File: src/rtl/core/sst_pkg.sv
package sst_pkg;

   localparam int unsigned LINE_W = 16;
   localparam int unsigned LEN_W  = 16;
   localparam int unsigned CHAR_W = 8;

   // Result queue between the lexer and the output port.
   localparam int unsigned RSP_Q_DEPTH = 4;
   localparam int unsigned RSP_Q_CNT_W = $clog2(RSP_Q_DEPTH + 1);

   localparam logic [CHAR_W-1:0] CH_NEWLINE    = 8'h0A;
   localparam logic [CHAR_W-1:0] CH_QUOTE      = 8'h22;
   localparam logic [CHAR_W-1:0] CH_HASH       = 8'h23;
   localparam logic [CHAR_W-1:0] CH_DOLLAR     = 8'h24;
   localparam logic [CHAR_W-1:0] CH_DOT        = 8'h2E;
   localparam logic [CHAR_W-1:0] CH_UNDERSCORE = 8'h5F;

   localparam logic REQ_FUNC_BYTE = 1'b0;
   localparam logic REQ_FUNC_END  = 1'b1;

   typedef enum logic [8:0] {
      MODE_IDLE        = 9'b000000001,
      MODE_IDENT       = 9'b000000010,
      MODE_STRING      = 9'b000000100,
      MODE_FIELD_EMPTY = 9'b000001000,
      MODE_FIELD       = 9'b000010000,
      MODE_INT         = 9'b000100000,
      MODE_FRAC        = 9'b001000000,
      MODE_COMMENT     = 9'b010000000,
      MODE_ERROR       = 9'b100000000
   } mode_type;

   typedef enum logic [1:0] {
      KIND_TEXT  = 2'd0,
      KIND_DONE  = 2'd1,
      KIND_ERROR = 2'd2
   } kind_type;

   typedef enum logic [2:0] {
      TOK_NEWLINE = 3'd0,
      TOK_IDENT   = 3'd1,
      TOK_STRING  = 3'd2,
      TOK_FIELD   = 3'd3,
      TOK_NUMBER  = 3'd4,
      TOK_END     = 3'd5
   } token_type_type;

   typedef enum logic [1:0] {
      ERR_NONE         = 2'd0,
      ERR_NL_IN_STRING = 2'd1,
      ERR_END_IN_STRING = 2'd2,
      ERR_EMPTY_FIELD  = 2'd3
   } error_code_type;

   typedef struct packed {
      mode_type          mode;
      logic [LINE_W-1:0] line;
      logic [LEN_W-1:0]  len;
   } lex_state_type;

   typedef struct packed {
      kind_type          kind;
      logic [CHAR_W-1:0] text_char;
      token_type_type    token_type;
      error_code_type    error_code;
      logic [LINE_W-1:0] line_number;
      logic [LEN_W-1:0]  text_length;
      logic              last;
   } rsp_type;

   function automatic logic is_digit(input logic [CHAR_W-1:0] c);
      return (c >= 8'h30) && (c <= 8'h39);
   endfunction

   function automatic logic is_alpha(input logic [CHAR_W-1:0] c);
      return ((c >= 8'h61) && (c <= 8'h7A)) || ((c >= 8'h41) && (c <= 8'h5A));
   endfunction

   function automatic rsp_type mk_text(input logic [CHAR_W-1:0] c,
                                       input token_type_type t,
                                       input logic [LINE_W-1:0] line,
                                       input logic [LEN_W-1:0] len);
      rsp_type r;
      r.kind        = KIND_TEXT;
      r.text_char   = c;
      r.token_type  = t;
      r.error_code  = ERR_NONE;
      r.line_number = line;
      r.text_length = len;
      r.last        = 1'b0;
      return r;
   endfunction

   function automatic rsp_type mk_done(input token_type_type t,
                                       input logic [LINE_W-1:0] line,
                                       input logic [LEN_W-1:0] len);
      rsp_type r;
      r.kind        = KIND_DONE;
      r.text_char   = '0;
      r.token_type  = t;
      r.error_code  = ERR_NONE;
      r.line_number = line;
      r.text_length = len;
      r.last        = 1'b0;
      return r;
   endfunction

   function automatic rsp_type mk_error(input error_code_type e,
                                        input logic [LINE_W-1:0] line);
      rsp_type r;
      r.kind        = KIND_ERROR;
      r.text_char   = '0;
      r.token_type  = TOK_NEWLINE;
      r.error_code  = e;
      r.line_number = line;
      r.text_length = '0;
      r.last        = 1'b0;
      return r;
   endfunction

endpackage

File: src/rtl/core/sst_lexer.sv
module sst_lexer (
   input  sst_pkg::lex_state_type            cur,
   input  logic                              func,
   input  logic [sst_pkg::CHAR_W-1:0]        ch,
   input  logic [sst_pkg::LINE_W-1:0]        start_line,
   output sst_pkg::lex_state_type            nxt,
   output logic [1:0]                        rsp_num,
   output sst_pkg::rsp_type                  rsp0,
   output sst_pkg::rsp_type                  rsp1
);

   logic [sst_pkg::LEN_W-1:0]  len_inc;
   logic [sst_pkg::LINE_W-1:0] line_inc;
   logic                       ident_ch;

   assign len_inc  = (cur.len == '1) ? cur.len : cur.len + sst_pkg::LEN_W'(1);
   assign line_inc = (cur.line == '1) ? cur.line : cur.line + sst_pkg::LINE_W'(1);
   assign ident_ch = sst_pkg::is_alpha(ch) || (ch == sst_pkg::CH_UNDERSCORE);

   always_comb begin
      sst_pkg::rsp_type pre;
      sst_pkg::rsp_type main;
      logic             pre_valid;
      logic             main_valid;
      logic             do_idle;

      nxt        = cur;
      pre        = sst_pkg::mk_done(sst_pkg::TOK_END, cur.line, cur.len);
      main       = pre;
      pre_valid  = 1'b0;
      main_valid = 1'b0;
      do_idle    = 1'b0;

      if (func == sst_pkg::REQ_FUNC_END) begin
         main       = sst_pkg::mk_done(sst_pkg::TOK_END, cur.line, '0);
         main_valid = 1'b1;
         case (cur.mode)
            sst_pkg::MODE_STRING: begin
               main = sst_pkg::mk_error(sst_pkg::ERR_END_IN_STRING, cur.line);
            end
            sst_pkg::MODE_FIELD_EMPTY: begin
               main = sst_pkg::mk_error(sst_pkg::ERR_EMPTY_FIELD, cur.line);
            end
            sst_pkg::MODE_IDENT: begin
               pre       = sst_pkg::mk_done(sst_pkg::TOK_IDENT, cur.line, cur.len);
               pre_valid = 1'b1;
            end
            sst_pkg::MODE_FIELD: begin
               pre       = sst_pkg::mk_done(sst_pkg::TOK_FIELD, cur.line, cur.len);
               pre_valid = 1'b1;
            end
            sst_pkg::MODE_INT, sst_pkg::MODE_FRAC: begin
               pre       = sst_pkg::mk_done(sst_pkg::TOK_NUMBER, cur.line, cur.len);
               pre_valid = 1'b1;
            end
            default: begin
            end
         endcase
         nxt.mode = sst_pkg::MODE_IDLE;
         nxt.line = start_line;
         nxt.len  = '0;
      end else begin
         case (cur.mode)
            sst_pkg::MODE_ERROR: begin
            end
            sst_pkg::MODE_STRING: begin
               main_valid = 1'b1;
               if (ch == sst_pkg::CH_QUOTE) begin
                  main     = sst_pkg::mk_done(sst_pkg::TOK_STRING, cur.line, cur.len);
                  nxt.mode = sst_pkg::MODE_IDLE;
               end else if (ch == sst_pkg::CH_NEWLINE) begin
                  main     = sst_pkg::mk_error(sst_pkg::ERR_NL_IN_STRING, cur.line);
                  nxt.mode = sst_pkg::MODE_ERROR;
               end else begin
                  main    = sst_pkg::mk_text(ch, sst_pkg::TOK_STRING, cur.line, len_inc);
                  nxt.len = len_inc;
               end
            end
            sst_pkg::MODE_COMMENT: begin
               do_idle = (ch == sst_pkg::CH_NEWLINE);
            end
            sst_pkg::MODE_IDENT: begin
               if (ident_ch || sst_pkg::is_digit(ch)) begin
                  main       = sst_pkg::mk_text(ch, sst_pkg::TOK_IDENT, cur.line, len_inc);
                  main_valid = 1'b1;
                  nxt.len    = len_inc;
               end else begin
                  pre       = sst_pkg::mk_done(sst_pkg::TOK_IDENT, cur.line, cur.len);
                  pre_valid = 1'b1;
                  do_idle   = 1'b1;
               end
            end
            sst_pkg::MODE_FIELD_EMPTY: begin
               main_valid = 1'b1;
               if (sst_pkg::is_digit(ch)) begin
                  main     = sst_pkg::mk_text(ch, sst_pkg::TOK_FIELD, cur.line, len_inc);
                  nxt.len  = len_inc;
                  nxt.mode = sst_pkg::MODE_FIELD;
               end else begin
                  main     = sst_pkg::mk_error(sst_pkg::ERR_EMPTY_FIELD, cur.line);
                  nxt.mode = sst_pkg::MODE_ERROR;
               end
            end
            sst_pkg::MODE_FIELD: begin
               if (sst_pkg::is_digit(ch)) begin
                  main       = sst_pkg::mk_text(ch, sst_pkg::TOK_FIELD, cur.line, len_inc);
                  main_valid = 1'b1;
                  nxt.len    = len_inc;
               end else begin
                  pre       = sst_pkg::mk_done(sst_pkg::TOK_FIELD, cur.line, cur.len);
                  pre_valid = 1'b1;
                  do_idle   = 1'b1;
               end
            end
            sst_pkg::MODE_INT: begin
               if (sst_pkg::is_digit(ch) || (ch == sst_pkg::CH_DOT)) begin
                  main       = sst_pkg::mk_text(ch, sst_pkg::TOK_NUMBER, cur.line, len_inc);
                  main_valid = 1'b1;
                  nxt.len    = len_inc;
                  if (ch == sst_pkg::CH_DOT) begin
                     nxt.mode = sst_pkg::MODE_FRAC;
                  end
               end else begin
                  pre       = sst_pkg::mk_done(sst_pkg::TOK_NUMBER, cur.line, cur.len);
                  pre_valid = 1'b1;
                  do_idle   = 1'b1;
               end
            end
            sst_pkg::MODE_FRAC: begin
               if (sst_pkg::is_digit(ch)) begin
                  main       = sst_pkg::mk_text(ch, sst_pkg::TOK_NUMBER, cur.line, len_inc);
                  main_valid = 1'b1;
                  nxt.len    = len_inc;
               end else begin
                  pre       = sst_pkg::mk_done(sst_pkg::TOK_NUMBER, cur.line, cur.len);
                  pre_valid = 1'b1;
                  do_idle   = 1'b1;
               end
            end
            default: begin
               do_idle = 1'b1;
            end
         endcase

         // A byte that ends a token is then handled as if between tokens.
         if (do_idle) begin
            nxt.mode = sst_pkg::MODE_IDLE;
            if (ch == sst_pkg::CH_NEWLINE) begin
               main       = sst_pkg::mk_done(sst_pkg::TOK_NEWLINE, cur.line, '0);
               main_valid = 1'b1;
               nxt.line   = line_inc;
            end else if (ch == sst_pkg::CH_HASH) begin
               nxt.mode = sst_pkg::MODE_COMMENT;
            end else if (ident_ch) begin
               main       = sst_pkg::mk_text(ch, sst_pkg::TOK_IDENT, cur.line,
                                             sst_pkg::LEN_W'(1));
               main_valid = 1'b1;
               nxt.len    = sst_pkg::LEN_W'(1);
               nxt.mode   = sst_pkg::MODE_IDENT;
            end else if (ch == sst_pkg::CH_QUOTE) begin
               nxt.len  = '0;
               nxt.mode = sst_pkg::MODE_STRING;
            end else if (ch == sst_pkg::CH_DOLLAR) begin
               nxt.len  = '0;
               nxt.mode = sst_pkg::MODE_FIELD_EMPTY;
            end else if (sst_pkg::is_digit(ch)) begin
               main       = sst_pkg::mk_text(ch, sst_pkg::TOK_NUMBER, cur.line,
                                             sst_pkg::LEN_W'(1));
               main_valid = 1'b1;
               nxt.len    = sst_pkg::LEN_W'(1);
               nxt.mode   = sst_pkg::MODE_INT;
            end
         end
      end

      if (pre_valid) begin
         rsp0    = pre;
         rsp1    = main;
         rsp_num = main_valid ? 2'd2 : 2'd1;
      end else begin
         rsp0    = main;
         rsp1    = main;
         rsp_num = main_valid ? 2'd1 : 2'd0;
      end
      rsp0.last = (rsp_num == 2'd1);
      rsp1.last = 1'b1;
   end

endmodule

File: src/rtl/core/sst_rsp_queue.sv
module sst_rsp_queue (
   input  logic             clock,
   input  logic             reset,
   input  logic [1:0]       push_num,
   input  sst_pkg::rsp_type push0,
   input  sst_pkg::rsp_type push1,
   input  logic             pop,
   output logic             not_empty,
   output logic             almost_full,
   output sst_pkg::rsp_type head
);

   sst_pkg::rsp_type                q_ff [sst_pkg::RSP_Q_DEPTH];
   sst_pkg::rsp_type                q_in [sst_pkg::RSP_Q_DEPTH];
   logic [sst_pkg::RSP_Q_CNT_W-1:0] cnt_ff;
   logic [sst_pkg::RSP_Q_CNT_W-1:0] cnt_in;
   logic [sst_pkg::RSP_Q_CNT_W-1:0] base;

   assign base        = cnt_ff - sst_pkg::RSP_Q_CNT_W'(pop);
   assign cnt_in      = base + sst_pkg::RSP_Q_CNT_W'(push_num);
   assign not_empty   = (cnt_ff != '0);
   // Room for two more results is kept so that any request can be taken.
   assign almost_full = (cnt_ff > sst_pkg::RSP_Q_CNT_W'(sst_pkg::RSP_Q_DEPTH - 2));
   assign head        = q_ff[0];

   always_comb begin
      for (int i = 0; i < sst_pkg::RSP_Q_DEPTH; i++) begin
         q_in[i] = q_ff[i];
         if (sst_pkg::RSP_Q_CNT_W'(i) < base) begin
            if (pop && (i < sst_pkg::RSP_Q_DEPTH - 1)) begin
               q_in[i] = q_ff[(i + 1) % sst_pkg::RSP_Q_DEPTH];
            end
         end else if ((sst_pkg::RSP_Q_CNT_W'(i) == base) && (push_num != 2'd0)) begin
            q_in[i] = push0;
         end else if ((sst_pkg::RSP_Q_CNT_W'(i) == base + sst_pkg::RSP_Q_CNT_W'(1)) &&
                      (push_num == 2'd2)) begin
            q_in[i] = push1;
         end
      end
   end

   always_ff @(posedge clock) begin
      if (reset) begin
         cnt_ff <= '0;
      end else begin
         cnt_ff <= cnt_in;
      end
   end

   always_ff @(posedge clock) begin
      for (int i = 0; i < sst_pkg::RSP_Q_DEPTH; i++) begin
         q_ff[i] <= q_in[i];
      end
   end

endmodule

File: src/rtl/core/streaming_source_tokenizer_core.sv
// Streaming source tokenizer.
// Requests arrive on the req_ channel, one source byte per request (req_func low)
// or an end-of-text marker (req_func high). A request is taken at a clock edge
// with req_valid high and req_stall low. Results leave on the rsp_ channel and
// are taken when rsp_valid is high and rsp_stall is low; rsp_last marks the
// final result of a request, which yields zero, one or two results.
// csr_wr_en with csr_wr_data sets the line number given to the first line of a
// text; it also reloads the current line when no byte of the text has been seen.
// Results are registered in the result queue and shown after earlier ones. One
// request is taken per cycle while req_stall is low; the output side moves one
// result per cycle while rsp_stall is low, so requests giving two results can
// outpace it. A four-entry result queue parts the two sides; req_stall rises
// when fewer than two entries are free, so a stalled receiver backs the input up.
// Synchronous reset returns to between tokens, line 1, empty queue.
module streaming_source_tokenizer_core (
   input  logic                       clock,
   input  logic                       reset,
   input  logic                       req_valid,
   output logic                       req_stall,
   input  logic                       req_func,
   input  logic [sst_pkg::CHAR_W-1:0] req_ch,
   output logic                       rsp_valid,
   input  logic                       rsp_stall,
   output logic [1:0]                 rsp_kind,
   output logic [sst_pkg::CHAR_W-1:0] rsp_text_char,
   output logic [2:0]                 rsp_token_type,
   output logic [1:0]                 rsp_error_code,
   output logic [sst_pkg::LINE_W-1:0] rsp_line_number,
   output logic [sst_pkg::LEN_W-1:0]  rsp_text_length,
   output logic                       rsp_last,
   input  logic                       csr_wr_en,
   input  logic [sst_pkg::LINE_W-1:0] csr_wr_data
);

   sst_pkg::lex_state_type        state_ff;
   sst_pkg::lex_state_type        state_in;
   sst_pkg::lex_state_type        lex_nxt;
   logic [sst_pkg::LINE_W-1:0]    start_line_ff;
   logic [sst_pkg::LINE_W-1:0]    start_line_in;
   logic                          fresh_ff;
   logic                          fresh_in;
   logic                          req_take;
   logic                          rsp_take;
   logic                          q_almost_full;
   logic [1:0]                    lex_num;
   logic [1:0]                    push_num;
   sst_pkg::rsp_type              lex_rsp0;
   sst_pkg::rsp_type              lex_rsp1;
   sst_pkg::rsp_type              q_head;

   assign req_stall = q_almost_full;
   assign req_take  = req_valid && !q_almost_full;
   assign rsp_take  = rsp_valid && !rsp_stall;
   assign push_num  = req_take ? lex_num : 2'd0;

   sst_lexer u_lexer (
      .cur        (state_ff),
      .func       (req_func),
      .ch         (req_ch),
      .start_line (start_line_ff),
      .nxt        (lex_nxt),
      .rsp_num    (lex_num),
      .rsp0       (lex_rsp0),
      .rsp1       (lex_rsp1)
   );

   sst_rsp_queue u_rsp_queue (
      .clock       (clock),
      .reset       (reset),
      .push_num    (push_num),
      .push0       (lex_rsp0),
      .push1       (lex_rsp1),
      .pop         (rsp_take),
      .not_empty   (rsp_valid),
      .almost_full (q_almost_full),
      .head        (q_head)
   );

   always_comb begin
      state_in      = state_ff;
      start_line_in = start_line_ff;
      fresh_in      = fresh_ff;
      if (req_take) begin
         state_in = lex_nxt;
         fresh_in = (req_func == sst_pkg::REQ_FUNC_END);
      end
      if (csr_wr_en) begin
         start_line_in = csr_wr_data;
         if (fresh_ff) begin
            state_in.line = csr_wr_data;
         end
      end
   end

   always_ff @(posedge clock) begin
      if (reset) begin
         state_ff.mode <= sst_pkg::MODE_IDLE;
         state_ff.line <= sst_pkg::LINE_W'(1);
         state_ff.len  <= '0;
         start_line_ff <= sst_pkg::LINE_W'(1);
         fresh_ff      <= 1'b1;
      end else begin
         state_ff      <= state_in;
         start_line_ff <= start_line_in;
         fresh_ff      <= fresh_in;
      end
   end

   assign rsp_kind        = q_head.kind;
   assign rsp_text_char   = q_head.text_char;
   assign rsp_token_type  = q_head.token_type;
   assign rsp_error_code  = q_head.error_code;
   assign rsp_line_number = q_head.line_number;
   assign rsp_text_length = q_head.text_length;
   assign rsp_last        = q_head.last;

endmodule
File: config.mk
export PLATFORM = sky130hd
export DESIGN_NAME = streaming_source_tokenizer_core
export DESIGN_NICKNAME = d
export VERILOG_FILES = /design/src/rtl/core/sst_pkg.sv /design/src/rtl/core/sst_lexer.sv /design/src/rtl/core/sst_rsp_queue.sv /design/src/rtl/core/streaming_source_tokenizer_core.sv
export SDC_FILE = /design/constraint.sdc
export NUM_CORES = 1
export LEC_CHECK = 0
export BUFFER_PORTS_ARGS = -buffer_cell sky130_fd_sc_hd__buf_2
export CORE_ASPECT_RATIO = 0.6
export CORE_MARGIN = 2
export CORE_UTILIZATION = 46
export CTS_CLUSTER_SIZE = 25
export DETAILED_ROUTE_END_ITERATION = 10
export GPL_TIMING_DRIVEN = 0
export PLACE_DENSITY = 0.64
export SYNTH_ARGS = -nofsm -noshare
export SYNTH_HDL_FRONTEND = slang
export SYNTH_SLANG_ARGS = --single-unit
File: constraint.sdc
create_clock -name clock -period 6.9 [get_ports clock]
set_clock_uncertainty 0.05 [all_clocks]
set_input_delay 0.69 -clock clock [delete_from_list [all_inputs] [get_ports clock]]
set_output_delay 0.69 -clock clock [all_outputs]
set_load 0.005 [all_outputs]
Word level (Yosys, flattened, before mapping)
Memories as Yosys holds them, arrays and structs flattened.
Index checks and enable logic that the tools add are counted.
{"block": "op_classes", "addsub": 5, "magnitude_cmp": 11, "eq_ne": 27, "muxes": 96, "n_reduce_logical": 31}
{"cell": "2-to-1 mux 48 bit", "count": 28}
{"cell": "one-hot mux 48 bit (6 select lines)", "count": 1}
{"cell": "2-to-1 mux 16 bit", "count": 16}
{"cell": "one-hot mux 48 bit (4 select lines)", "count": 1}
{"cell": "2-to-1 mux 47 bit", "count": 4}
{"cell": "one-hot mux 38 bit (3 select lines)", "count": 1}
{"cell": "one-hot mux 48 bit (2 select lines)", "count": 1}
{"cell": "2-to-1 mux 9 bit", "count": 10}
{"cell": "2-to-1 mux 41 bit", "count": 2}
{"cell": "2-to-1 mux 38 bit", "count": 2}
{"cell": "2-to-1 mux 36 bit", "count": 2}
{"cell": "one-hot mux 16 bit (4 select lines)", "count": 1}
{"cell": "adder 16 x 1 -> 16 bit (second input constant)", "count": 2}
{"cell": "equality test 16 bit (second input constant)", "count": 2}
{"cell": "equality test 8 x 6 -> 1 bit (second input constant)", "count": 4}
{"cell": "2-to-1 mux 32 bit", "count": 1}
{"cell": "one-hot mux 9 bit (3 select lines)", "count": 1}
{"cell": "2-to-1 mux 1 bit", "count": 18}
{"cell": "greater-or-equal comparator 8 x 7 -> 1 bit (second input constant)", "count": 2}
{"cell": "<= comparator 8 x 7 -> 1 bit (second input constant)", "count": 2}
{"cell": "logical AND 1 bit", "count": 13}
{"cell": "equality test 2 x 3 -> 1 bit (first input constant)", "count": 4}
{"cell": "equality test 9 x 2 -> 1 bit (second input constant)", "count": 1}
{"cell": "equality test 9 x 3 -> 1 bit (second input constant)", "count": 1}
{"cell": "36 further kinds", "count": 50}
{"block": "word_totals", "register_bits": 61, "mem_bits_rw": 192, "input_bits": 30, "out_inout_bits": 50, "word_cells": 177, "mem_count": 1}
{"name": "u_rsp_queue.q_ff", "depth": 4, "width": 48, "read_ports": 4, "rd_clocked_by_memory_dff": 0, "write_ports": 4, "line": "sst_rsp_queue.sv:13", "rtl": "sst_pkg::rsp_type q_ff [sst_pkg::RSP_Q_DEPTH];"}

Depth between registers and ports, before layout
{"block": "logic_depth", "depth_word": 23, "ltp_mapped": 18, "depth_no_buf": 15}

By module
A second synthesis with hierarchy kept.
{"block": "unflattened", "cells_unflattened": 1773, "hier_area_um2": 15892.7}
{"module": "sst_rsp_queue", "instances": 1, "cells_each": 904, "area_per_inst_um2": 9989.6, "seq_area_each_um2": 5825.6}
{"module": "sst_lexer", "instances": 1, "cells_each": 608, "area_per_inst_um2": 3622.2, "seq_area_each_um2": 0.0}
{"module": "streaming_source_tokenizer_core", "instances": 1, "cells_each": 261, "area_per_inst_um2": 2280.9, "seq_area_each_um2": 1161.1}

Least setup slack after synthesis
OpenSTA, ideal clock, no wires.
{"block": "synth_path", "path_type": "input port to flip-flop", "from": "input port req_ch[1] in the netlist's numbering", "to": "memory u_rsp_queue.q_ff[1][0] in the netlist's numbering, enable pin", "setup_ns": 0.520, "t_arrival_ns": 6.886, "required_ns": 6.330, "setup_slack_ns": -0.557, "stages": 15, "n_path_buf": 2, "path_cell_list": "buf_2 -> nor3b_2 -> and3_1 -> o41ai_2 -> o21a_4 -> a22oi_2 -> nor2_2 -> buf_2 -> nand2_1 -> ha_1 -> nor2_1 -> nor2_1 -> nand2_1 -> a21boi_0 -> o21ai_0"}
{"item": "from (decl)", "line": "streaming_source_tokenizer_core.sv:21", "rtl": "input logic [sst_pkg::CHAR_W-1:0] req_ch,"}
{"item": "to (decl)", "line": "sst_rsp_queue.sv:13"}

==> flow_metrics.py <==
metrics = {
    "synthesis": {
        "synth-edff-count": 192,
        "netlist_top_cells_area": "edfxtp_1 (42%), dfxtp_1 (8.8%), nand2_1 (8.2%)",
        "yosys_warnings": 0,
        "yosys_register_bits": 253,
        "synth_nets": 1502,
        "syn_area_per_cell_um2": 9.42,
        "ys_async_sr_fraction_pct": 0,
        "synth_area_um2": 13800,
        "synth_cell_types": 89,
        "seq_area_frac_synth_pct": 50.6,
        "synth_top_area_cell": "edfxtp_1",
        "synth_top_area_share_pct": 41.8,
        "syn_inst": 1465,
        "synthFlopType": "edfxtp_1",
    },
    "cts": {
        "cts_buffer_depth": 3,
        "clk_pin_slew_worst_paths_ps": 60,
        "cts-resized-gates": 0,
        "clock_latency_ps": 560,
        "cts_tree": "yes",
        "ctsHoldBuffers": 0,
        "cts_inserted_buffers": 26,
        "cts.sinks": 253,
        "htree_levels": 1,
        "cts_setup_buffers": 0,
        "clock-root-buffer": "clkbuf_16",
    },
    "detailed_routing": {
        "drtIter0Drc": 1766,
        "vias_per_cell": 6.25,
        "totalWireLength_mm": 48.0,
        "drt_first_pass_iters": 6,
        "wl_per_cell_um": 24.0,
        "drc": 0,
        "ant_nets": 0,
        "vias": 12500,
    },
    "sta": {
        "setup_viol": 0,
        "fmaxAchievable_mhz": 174,
        "slew_headroom_pct": 12.1,
        "finalSetupTns_ps": 0,
        "period_share_pct": 83.4,
        "hold_viol_final": 0,
        "rsz0062_at_grt": "no",
        "finalCriticalPeriod_ps": 5750,
        "slew_viol_final": 0,
        "tightest_slew_ps": 1310,
    },
    "layout": {
        "final_cells": 1999,
        "drive_gt1_share_pct": 12.8,
        "finalNetCount": 1608,
        "fill_cells": 2746,
        "area_delta_synth_final_pct": 13.4,
        "num_antenna_cells": 0,
    },
    "placed_design": {
        "place_congestion": 0.978,
        "dpl.hpwl_mm": 35.8,
        "dp.cells": 1951,
        "portBuffers": 73,
    },
    "worst_hold_path": {
        "hp-class": "input pin to flip-flop",
    },
    "global_route": {
        "grt_overflow_total": 0,
        "grt_max_degree": 28,
        "grt_pass1_vias": 11000,
        "track_usage_pct": 30.2,
        "antenna_found_initial": 0,
        "grt_pass1_wl_mm": 71.1,
    },
    "worst_setup_path": {
        "cp-end-kind": "flip-flop",
        "worstPathRequired_ps": 7110,
        "critPathArrivalTime_ps": 5960,
        "crit_type": "flip-flop to flip-flop",
        "cp-start-kind": "flip-flop",
        "worst-path-max-fanout": 27,
    },
    "floorplanning": {
        "die_h_um": 138,
        "num_rows": 49,
        "core_area_um2": 29700,
        "die_w_um": 228,
        "start_util_pct": 46.4,
        "io-pin-count": 80,
        "dieArea_um2": 31500,
    },
    "power": {
        "p_leak_nw": 5.65,
        "vdd_drop_max_v": 0.000232,
        "power_density_nw_per_um2": 421,
    },
    "outcome": {
        "outcome": "completed",
    },
    "job": {
        "maxCapViolCount": 0,
    },
}
[where the power goes]
part	internal (mW)	switching [mW]
combinational	0.798	1.94
sequential	2.35	0.116
clock	0.767	0.626
[kinds of logic after synthesis]
| family | synth area share [%] |
|---|---|
| flops | 50.6 |
| fa+ha+maj | 0.634 |
| simple gates | 20.5 |
| xor+xnor | 0.951 |
| compound gates | 20.7 |
| mux | 2.60 |
| buf+inv | 4.01 |
[flip-flops by register name, indices dropped and copies added, names as in the netlist]
name and flops:
fresh_ff 1, u_rsp_queue.q_ff 192, state_ff 41, u_rsp_queue.cnt_ff 3
start_line_ff 16
[final cells by class]
class,instances,area (um^2),share of cell area [%]
plain buffers,111,482,3.08
clock buffers,33,708,4.52
clock inverters,15,116,0.743
inverters,19,71.3,0.455
multi-input cells,1082,6310,40.3
flip-flops and latches,253,6990,44.6
well taps,408,510,3.26
repair buffers,78,480,3.07
[cell usage in the layout, fill, tap and decap left out, types with 7 or more instances in the layout]
cell type	n
nor2_1	95
nand4_1	17
a22oi_1	33
nand2_1	300
edfxtp_1	192
xnor2_1	10
or3_1	12
o21ai_0	127
mux2i_1	28
buf_2	97
and3_1	25
a21oi_1	70
clkbuf_1	77
nor3_1	25
buf_4	7
and2_1	9
a32o_1	7
o211ai_1	21
ha_1	7
inv_1	19
o2111ai_1	9
o21ai_1	12
a21o_1	10
nand2b_1	10
a41oi_1	11
a31oi_1	13
dfxtp_1	61
a211oi_1	8
mux2_2	7
nand3_1	49
nor4_1	9
clkbuf_16	27
[cell usage after synthesis, types with 8 or more instances]
library cell  instances
a211oi_1              8
buf_2                24
xnor2_1              10
nand3_1              49
a21oi_1              70
a31oi_1              13
nor3_1               25
o21ai_1              12
a41oi_1              11
nand2_1             300
clkbuf_1             72
o2111ai_1             9
a22oi_1              33
and3_1               25
o21ai_0             130
and2_1                9
inv_1                19
nand2b_1             10
a21o_1               10
dfxtp_1              61
or3_1                12
nor2_1               96
edfxtp_1            192
o211ai_1             21
nand4_1              17
nor4_1                9
mux2i_1              28
[final timing paths]
check / startpoint / end / slack, ps / cells after the start
worst min register to register: state_ff[30] / u_rsp_queue.q_ff[3][31] / 380 / 0
worst min-delay path: csr_wr_data[7] / start_line_ff[7] / 340 / 3
worst max-delay path: state_ff[38] / u_rsp_queue.q_ff[1][4] / 1150 / 16
worst max register to register: state_ff[38] / u_rsp_queue.q_ff[1][4] / 1150 / 16
[routing by layer]
metal | GRT usage (%) | share of wire [%]
met4 | 4.37 | 1.3
met5 | 0 | 0
met1 | 50.0 | 47
met2 | 37.8 | 38
met3 | 9.80 | 14
[stage by stage]
step	power (mW)	area [um^2]	util, %	hold slack (ps)	worst slack (ps)
finish	6.60	15700	52.7	342	1150
floorplan	4.13	13800	-	356	589
global route	6.93	15700	52.7	346	960
detailed placement	5.19	14800	49.9	364	920
CTS	6.57	15700	52.7	325	1340
global placement	5.09	14700	49.4	358	-1840
[worst max-delay path: stages, from the launching register on]
cell and delay (ps):
dfxtp_1 300, buf_4 160, nor4_4 520, nand4_1 480, a21oi_2 430, nand2_1 300, a22oi_2 390, nor2_2 160
buf_2 270, nand2_1 110, ha_1 210, nor2_1 70, nor2_1 270, nand2_1 340, a21boi_0 320, o21ai_4 770
buf_12 290
No activity file was read; power rests on OpenSTA's default activity.
